===== src/rtl/pdll_pkg.sv =====
// ----------------------------------------------------------------------------
// pdll_pkg
// Types and constants for the positional doubly linked list unit.
// ----------------------------------------------------------------------------
`default_nettype none
package pdll_pkg;
  localparam int CAPACITY = 32;
  localparam int IDX_W = $clog2(CAPACITY);
  localparam logic [5:0] NIL_LINK = 6'd63;

  typedef enum logic [2:0] {
    CMD_PUSH_FRONT = 3'd0,
    CMD_PUSH_BACK  = 3'd1,
    CMD_INSERT     = 3'd2,
    CMD_POP_FRONT  = 3'd3,
    CMD_POP_BACK   = 3'd4,
    CMD_DELETE     = 3'd5,
    CMD_READ       = 3'd6,
    CMD_NONE       = 3'd7
  } cmd_t;

  typedef enum logic [1:0] {
    ST_OK    = 2'd0,
    ST_EMPTY = 2'd1,
    ST_FULL  = 2'd2,
    ST_RANGE = 2'd3
  } status_t;

  typedef enum logic [3:0] {
    S_INIT, S_IDLE, S_WALK, S_INS_LINK, S_DEL_READ, S_DEL_LINK, S_READ, S_OUT, S_WAIT,
    S_WAIT_W
  } state_t;
endpackage
`default_nettype wire


===== src/rtl/positional_doubly_linked_list_unit.sv =====
// ----------------------------------------------------------------------------
// positional_doubly_linked_list_unit
// Bounded doubly linked list of 32-bit values in a node memory with a
// free-index stack.
// ----------------------------------------------------------------------------
// A failing command gives its result item straight after decode; a push goes through
// the walk and link states, a pop through walk, read and link; positional commands first
// walk up to CAPACITY - 1 links; read out gives the items one by one, each after its read.
// One command at a time; the next item is taken the cycle after the last result.
// Reset: list empty; a clearing pass fills the free stack with every node index,
// during which no item is accepted.
`default_nettype none
module positional_doubly_linked_list_unit (
  input  wire logic        clk,
  input  wire logic        rst,
  input  wire logic        s_tvalid,
  output logic             s_tready,
  input  wire logic [47:0] s_tdata,  // command[2:0], position[8:3], item_value[40:9]
  output logic             m_tvalid,
  input  wire logic        m_tready,
  output logic [39:0]      m_tdata,  // status[1:0], out_value[33:2], length[39:34]
  output logic             m_tlast
);
  import pdll_pkg::*;

  logic [31:0] val_mem [CAPACITY];
  logic [5:0]  nxt_mem [CAPACITY];
  logic [5:0]  prv_mem [CAPACITY];
  logic [IDX_W-1:0] free_mem [CAPACITY];

  state_t state, state_next;
  logic [5:0] head, tail, count, free_top;
  logic [2:0] cmd;
  logic [5:0] pos, steps, cur, node, bef, aft;
  logic [31:0] ival;
  logic [31:0] rd_val;
  logic [5:0]  rd_nxt, rd_prv;
  logic [IDX_W-1:0] rd_free;
  logic [5:0] rd_addr;
  logic [1:0] o_status;
  logic [31:0] o_value;
  logic o_last;
  logic [5:0] k;
  logic is_ins;
  logic ins_full, ins_bad, del_empty, del_bad;

  assign s_tready = (state == S_IDLE);
  assign m_tvalid = (state == S_OUT);
  assign m_tdata  = {count, o_value, o_status};
  assign m_tlast  = o_last;

  assign ins_full  = (count >= 6'(CAPACITY)) || (free_top == '0);
  assign ins_bad   = (cmd_t'(cmd) == CMD_INSERT) &&
                     (pos == '0 || {1'b0, pos} > {1'b0, count} + 7'd1);
  assign del_empty = (count == '0);
  assign del_bad   = (cmd_t'(cmd) == CMD_DELETE) && (pos == '0 || pos > count);

  // synchronous memory reads
  always_ff @(posedge clk) begin
    rd_val  <= val_mem[rd_addr[IDX_W-1:0]];
    rd_nxt  <= nxt_mem[rd_addr[IDX_W-1:0]];
    rd_prv  <= prv_mem[rd_addr[IDX_W-1:0]];
    rd_free <= free_mem[free_top[IDX_W-1:0] - IDX_W'(1)];
  end

  always_comb begin
    state_next = state;
    unique case (state)
      S_INIT:     if (free_top == 6'(CAPACITY)) state_next = S_IDLE;
      S_IDLE:     if (s_tvalid) state_next = S_WAIT;
      S_WAIT: begin
        unique case (cmd_t'(cmd))
          CMD_PUSH_FRONT, CMD_PUSH_BACK, CMD_INSERT:
            state_next = (ins_full || ins_bad) ? S_OUT : S_WALK;
          CMD_POP_FRONT, CMD_POP_BACK, CMD_DELETE:
            state_next = (del_empty || del_bad) ? S_OUT : S_WALK;
          CMD_READ: state_next = del_empty ? S_OUT : S_READ;
          default:  state_next = S_OUT;
        endcase
      end
      S_WALK: begin
        if (steps != '0) state_next = S_WAIT_W;
        else if (is_ins) state_next = S_INS_LINK;
        else state_next = S_DEL_READ;
      end
      S_WAIT_W:   state_next = S_WALK;
      S_INS_LINK: state_next = S_OUT;
      S_DEL_READ: state_next = S_DEL_LINK;
      S_DEL_LINK: state_next = S_OUT;
      S_READ:     state_next = S_OUT;
      S_OUT: begin
        if (m_tready) begin
          if (cmd_t'(cmd) == CMD_READ && count != '0 && !o_last) state_next = S_READ;
          else state_next = S_IDLE;
        end
      end
      default:    state_next = S_IDLE;
    endcase
  end

  always_ff @(posedge clk) begin
    if (rst) begin
      state <= S_INIT; head <= NIL_LINK; tail <= NIL_LINK; count <= '0;
      free_top <= '0; rd_addr <= '0;
    end else begin
      state <= state_next;
      unique case (state)
        S_INIT: begin
          if (free_top != 6'(CAPACITY)) begin
            free_mem[free_top[IDX_W-1:0]] <= free_top[IDX_W-1:0];
            free_top <= free_top + 6'd1;
          end
        end
        S_IDLE: if (s_tvalid) begin
          cmd  <= s_tdata[2:0];
          pos  <= s_tdata[8:3];
          ival <= s_tdata[40:9];
          rd_addr <= head;
        end
        S_WAIT: begin
          // decode and check
          o_value <= '0; o_last <= 1'b1;
          k <= '0;
          unique case (cmd_t'(cmd))
            CMD_PUSH_FRONT, CMD_PUSH_BACK, CMD_INSERT: begin
              is_ins <= 1'b1;
              o_status <= ins_full ? ST_FULL : ins_bad ? ST_RANGE : ST_OK;
              if (!ins_full && !ins_bad) begin
                // node index from free stack is in rd_free
                node <= {{(6-IDX_W){1'b0}}, rd_free};
                free_top <= free_top - 6'd1;
                steps <= (cmd_t'(cmd) == CMD_INSERT) ? pos - 6'd1 : 6'd0;
                bef <= (cmd_t'(cmd) == CMD_PUSH_BACK) ? tail : NIL_LINK;
                cur <= (cmd_t'(cmd) == CMD_PUSH_BACK) ? NIL_LINK : head;
                rd_addr <= head;
              end
            end
            CMD_POP_FRONT, CMD_POP_BACK, CMD_DELETE: begin
              is_ins <= 1'b0;
              o_status <= del_empty ? ST_EMPTY : del_bad ? ST_RANGE : ST_OK;
              if (!del_empty && !del_bad) begin
                steps <= (cmd_t'(cmd) == CMD_DELETE) ? pos - 6'd1 : 6'd0;
                cur <= (cmd_t'(cmd) == CMD_POP_BACK) ? tail : head;
                rd_addr <= (cmd_t'(cmd) == CMD_POP_BACK) ? tail : head;
              end
            end
            CMD_READ: begin
              o_status <= del_empty ? ST_EMPTY : ST_OK;
              if (!del_empty) begin
                cur <= head; rd_addr <= head;
              end
            end
            default: o_status <= ST_OK;
          endcase
        end
        S_WALK: begin
          // rd_* hold entry cur (read issued last cycle)
          if (steps == '0) begin
            if (is_ins) begin
              // insert between bef and cur
              aft <= cur;
              val_mem[node[IDX_W-1:0]] <= ival;
              prv_mem[node[IDX_W-1:0]] <= bef;
              nxt_mem[node[IDX_W-1:0]] <= cur;
            end
          end else begin
            steps <= steps - 6'd1;
            bef <= cur;
            cur <= rd_nxt; rd_addr <= rd_nxt;
          end
        end
        S_INS_LINK: begin
          if (bef == NIL_LINK) head <= node;
          else nxt_mem[bef[IDX_W-1:0]] <= node;
          if (aft == NIL_LINK) tail <= node;
          else prv_mem[aft[IDX_W-1:0]] <= node;
          count <= count + 6'd1;
        end
        S_DEL_READ: begin
          o_value <= rd_val;
          bef <= rd_prv; aft <= rd_nxt;
          if (rd_prv == NIL_LINK) head <= rd_nxt;
          else nxt_mem[rd_prv[IDX_W-1:0]] <= rd_nxt;
        end
        S_DEL_LINK: begin
          if (aft == NIL_LINK) tail <= bef;
          else prv_mem[aft[IDX_W-1:0]] <= bef;
          free_mem[free_top[IDX_W-1:0]] <= cur[IDX_W-1:0];
          free_top <= free_top + 6'd1;
          count <= count - 6'd1;
        end
        S_READ: begin
          o_value <= rd_val;
          o_last <= (k + 6'd1 == count) || rd_nxt == NIL_LINK;
          cur <= rd_nxt; rd_addr <= rd_nxt;
          k <= k + 6'd1;
        end
        default: ;
      endcase
    end
  end
endmodule
`default_nettype wire


===== config.mk =====
export PLATFORM = sky130hd
export DESIGN_NAME = positional_doubly_linked_list_unit
export DESIGN_NICKNAME = d
export VERILOG_FILES = /design/src/rtl/pdll_pkg.sv /design/src/rtl/positional_doubly_linked_list_unit.sv
export SDC_FILE = /design/constraint.sdc
export NUM_CORES = 2
export LEC_CHECK = 0
export BUFFER_PORTS_ARGS = -buffer_cell sky130_fd_sc_hd__buf_2
export CORE_ASPECT_RATIO = 1.1
export CORE_UTILIZATION = 50
export DETAILED_ROUTE_END_ITERATION = 8
export PLACE_DENSITY = 0.69
export SYNTH_ARGS = -nofsm -noshare
export SYNTH_HDL_FRONTEND = slang
export SYNTH_SLANG_ARGS = --single-unit

===== constraint.sdc =====
create_clock -name clk -period 4.1 [get_ports clk]
set_clock_uncertainty 0.1 [all_clocks]
set_input_delay 1.025 -clock clk [delete_from_list [all_inputs] [get_ports clk]]
set_output_delay 1.025 -clock clk [all_outputs]
set_load 0.02 [all_outputs]

# Word-level counts from Yosys, hierarchy flattened
# Memories as Yosys holds them, arrays and structs flattened. A register that Yosys moved wholly into a read port is not among the register bits.
# Cells that the tools add are included.
# word_totals
regBits,145
ramBits,1568
in_bits,52
output_inout_bits,43
elab_cells,233
memories,4
# op_classes
add_sub_neg,9
order_cmp,3
eq_ne,40
n_mux,97
bitwise,3
reduce_logical,58
# memory_table
memory,depth,word_bits,read_ports,rd_ports_with_merged_regs,write_ports,line,rtl
val_mem,32,32,1,1,1,positional_doubly_linked_list_unit.sv:26,logic [31:0] val_mem [CAPACITY];
nxt_mem,32,6,1,1,1,positional_doubly_linked_list_unit.sv:27,logic [5:0] nxt_mem [CAPACITY];
prv_mem,32,6,1,1,1,positional_doubly_linked_list_unit.sv:28,logic [5:0] prv_mem [CAPACITY];
free_mem,32,5,1,1,1,positional_doubly_linked_list_unit.sv:29,logic [IDX_W-1:0] free_mem [CAPACITY];
# op_table
operator,n
$mux W6,28
$pmux W6 S2,7
$pmux W6 S3,4
$pmux W32 S2,1
$mux W1,32
$pmux W4 S8,1
$eq A6 B6 Y1 const B,5
$mux W5,6
$logic_not A6 Y1,4
$ne A2 B2 Y1 const B,12
$sub A6 B1 Y6 const B,4
$pmux W5 S4,1
$add A6 B1 Y6 const B,3
$reduce_or A6 Y1,3
$eq A4 B3 Y1 const B,4
$mux W4,4
$pmux W5 S3,1
$reduce_and A3 Y1,5
$reduce_and A7 Y1,2
$reduce_bool A2 Y1,7
$mux W3,4
$ne A3 B3 Y1 const B,4
$reduce_and A4 Y1,3
$reduce_bool A6 Y1,2
other kinds (33),63

# Depth between registers and ports, before layout
# logic_depth
depth_word,9
depth_mapped,12
mapped_depth_nobuf,10

# Worst setup path before layout
# No wires, ideal clock.
# synth_timing
path_type,reg-to-reg
startpoint,reg steps[0]
endpoint,"mem val_mem[22][0], enable pin"
setup_ps,421
t_arrival_ps,3275
t_required_ps,3579
slack_ps,304
path_stages_with_launch,9
path_buffers,1
period_less_slack_ps,3796
cell_sequence,edfxtp_1 -> inv_1 -> ha_1 -> or4b_1 -> nor3_4 -> nand4_1 -> or2_0 -> buf_2 -> nor2_1
# synth_between
elab_chain_len,5
# synth_lines
element,line,rtl
start: declaration,positional_doubly_linked_list_unit.sv:34,"logic [5:0] pos, steps, cur, node, bef, aft;"
start signal: assignment,positional_doubly_linked_list_unit.sv:132,steps <= (cmd_t'(cmd) == CMD_INSERT) ? pos - 6'd1 : 6'd0;
start signal: assignment,positional_doubly_linked_list_unit.sv:142,steps <= (cmd_t'(cmd) == CMD_DELETE) ? pos - 6'd1 : 6'd0;
start signal: assignment,positional_doubly_linked_list_unit.sv:167,steps <= steps - 6'd1;
$logic_not A6 Y1,positional_doubly_linked_list_unit.sv:158,if (steps == '0) begin
$mux W1,positional_doubly_linked_list_unit.sv:158,
$mux W1,positional_doubly_linked_list_unit.sv:107,unique case (state)
$mux W1,positional_doubly_linked_list_unit.sv:102,if (rst) begin
$mux W1 (implied by the code),positional_doubly_linked_list_unit.sv:162,val_mem[node[IDX_W-1:0]] <= ival;
end: declaration,positional_doubly_linked_list_unit.sv:26,
# Every way passes these cells.

# Final worst setup path
# layout_timing
startpoint,reg steps[0]
endpoint,"mem nxt_mem[6][4], enable pin"
# layout_between
elab_chain_len,7
# layout_lines
element,line,rtl
$logic_not A6 Y1,positional_doubly_linked_list_unit.sv:158,
$mux W1,positional_doubly_linked_list_unit.sv:158,
$mux W1,positional_doubly_linked_list_unit.sv:107,
$mux W1,positional_doubly_linked_list_unit.sv:102,
$mux W1 (implied by the code),positional_doubly_linked_list_unit.sv:164,nxt_mem[node[IDX_W-1:0]] <= cur;
$mux W1 (no line) (2 in series),-,
end: declaration,positional_doubly_linked_list_unit.sv:27,
# Every way passes these cells.

==> qor.csv <==
metric,value,unit
status,"finished, final reports clean",
first-pass GRT wire length,226,mm
Lkg Pwr,24.3,nW
Die H,392,um
worst hold path type,register to register,
Worst-path clk slew,60,ps
Fin Hold WS,306,ps
Layout fillers,9714,
Num CTS Buffers,174,
largest net degree at the start of global routing,71,
sequential area share after synthesis,75.4,%
Syn Std Cell Area,0.0691,mm2
Fin. Hold Viols,0,
post-cts repair resize count,0,
"Async S/R FF share, synth",0,%
Worst Setup Start Kind,register,
global route overflow,0,
DP HPWL,85.8,mm
Tot Pwr,35.5,mW
mux cell area share after synthesis,17.2,%
Final Core Density,57.5,%
maxcap violations,0,
Synth Area in Simple Gates,3.26,%
core area,0.137,mm2
Crit Path Max Fanout,6,
wire per inst,28.4,um
CTS tree,built,
DRC Markers,0,
vias in the first global route,33700,
IO Pins,95,
Compound-Gate Fraction of Synth Area,2.00,%
H-tree Lvls,4,
Synth Register Bits,1762,
Worst Tran Pin Value,1230,ps
combinational family with the most area after synthesis,multiplexers,
Rows,142,
Port-buffer cells,87,
R2R depth,7,
Die X,356,um
WP data required,4390,ps
die area,0.140,mm2
max-slew violations,0,
Clock Latency Late Sink,790,ps
share of layout cells above drive strength 1,30.6,%
setup ws final,319,ps
hold path depth,0,
nature of the critical path endpoint,register,
vias per cell,6.13,
P per Cell Area,451,mW/mm2
Final Cell Area,0.0786,mm2
gr usage total,22.4,%
Max Clk Rate,0.264,GHz
Fin Setup TNS,0,ps
"commonest non-fill, non-tap cell in the layout",edfxtp_1,
setup bufs post-CTS,0,
post-route antenna net violation count,0,
Post-synth EDFFs,1680,
Post-Syn Nets,3332,
Slew Limit Headroom,17.6,%
placed cell areas,0.0730,mm2
DRT iter0 DRCs,3653,
Synth cell types,89,
RSZ-0062 raised after global routing,no,
Critical Path AT,4070,ps
xor and xnor area share after synthesis,0.418,%
final non-filler cell total,5428,
area delta synth->final,13.8,%
Final min period,3780,ps
final cycle utilization of the critical path,92.2,%
Root Buffer,clkbuf_16,
TritonRoute pass-1 iters,5,
Routed WL,154,mm
nets,3567,
# placed instances,5108,
hold_buf cts,0,
total number of vias,33300,
Sinks on Clock Net,1762,
"Primary FF master, synth",edfxtp_1,
initial antenna violation count,5,
"Avg Cell Area, Syn",21.3,um2
adder-cell share of the synthesized area,0.583,%
maximum VDD drop,510,uV
Synth Warn #,0,
RD Place Congestion,0.872,
Setup-failing EPs final,0,
maximum buffer depth of the clock tree,3,
starting density of the core,50.6,%
"commonest non-fill, non-tap cells in the layout","edfxtp_1, mux4_2, clkbuf_16",
CP Class,register to register,
DP Worst Slack,188,ps
Syn Inst Count,3249,
[cell usage after synthesis, types with 5 or more instances]
library cell / instances / share of area (%)
nor2b_1: 5 / 0.045
a221o_1: 5 / 0.072
or3_1: 10 / 0.091
a21oi_1: 41 / 0.30
dfxtp_1: 82 / 2.4
a22oi_1: 8 / 0.087
a21o_1: 9 / 0.098
nand2_1: 85 / 0.46
xnor2_1: 25 / 0.32
nand3b_1: 7 / 0.076
ha_1: 29 / 0.53
o22ai_1: 14 / 0.13
a211oi_1: 7 / 0.076
mux2_2: 59 / 0.96
nor3_1: 22 / 0.16
and2_1: 8 / 0.072
o311ai_0: 7 / 0.089
clkbuf_1: 99 / 0.54
and3_1: 40 / 0.36
mux4_1: 6 / 0.23
inv_1: 31 / 0.17
mux4_2: 484 / 16
edfxtp_1: 1680 / 73
a31oi_1: 17 / 0.15
buf_2: 35 / 0.25
xor2_1: 8 / 0.10
o21ai_0: 43 / 0.31
nor3b_1: 5 / 0.054
buf_1: 25 / 0.14
nand3_1: 31 / 0.22
nor2_1: 192 / 1.0
mux2i_1: 14 / 0.20
or2_2: 9 / 0.081
nand2b_1: 6 / 0.054
a211o_1: 7 / 0.089
[layout make-up]
cell class / instances / area, um2 / area share, %
diodes: 1 / 2.50 / 0.00318
clock buffers: 231 / 4760 / 6.06
clock inverters: 88 / 843 / 1.07
inverters: 33 / 124 / 0.158
multi-input cells: 1289 / 16500 / 21.0
flip-flops and latches: 1762 / 52100 / 66.3
well taps: 1800 / 2250 / 2.86
repair buffers: 224 / 2050 / 2.61
[kinds of logic (layout without fill, tap and decap cells)]
family / count (synthesis) / in the layout
and+or+nand+nor: 460 / 460
AOI/OAI and AO/OA: 202 / 202
xor gates and xnor gates: 33 / 33
other: 0 / 1
buffers and inverters: 198 / 576
muxes: 563 / 563
adders and majority gates: 31 / 31
DFF: 1762 / 1762
[critical path, cell delays in order (launching register included)]
cell and delay [ps]:
edfxtp_1 420, inv_1 80, ha_1 220, or4b_1 670, nor4_4 530, a211o_1 200
a22oi_1 170, nor3_1 980
[flip-flops by register name, indices dropped and copies added, names as in the netlist, 4 cells and up]
signal	cells
val_mem	1024
nxt_mem	192
prv_mem	192
free_mem	160
ival	32
o_value	32
rd_val	32
aft	6
bef	6
count	6
cur	6
free_top	6
head	6
k	6
pos	6
rd_nxt	6
rd_prv	6
steps	6
tail	6
node	5
rd_addr	5
rd_free	5
state	4
[per-layer routing]
metal / up-vias / share of wire (%) / routed length, um / track usage [%]
met3: 256 / 6.6 / 10200 / 3.49
met5: - / 0 / 0 / 0
met1: 17600 / 40 / 62400 / 31.1
met2: 1331 / 50 / 77700 / 36.8
met4: 0 / 2.7 / 4120 / 6.89
li1: 14100 / - / - / -
[power breakdown]
part	internal, mW	switching [mW]	total [mW]
logic	0.185	0.220	0.405
registers	19.5	0.0100	19.5
clock network	8.90	6.67	15.6
total	28.6	6.90	35.5
[worst paths after layout]
| check | startpoint | endpoint | slack (ps) |
|---|---|---|---|
| setup / recovery | steps[0] | nxt_mem[6][4] | 320 |
| hold reg to reg | rd_free[2] | node[2] | 310 |
| setup reg to reg | steps[0] | nxt_mem[6][4] | 320 |
| hold / removal | rd_free[2] | node[2] | 310 |
Note: power is estimated with default switching activity, not from simulation.
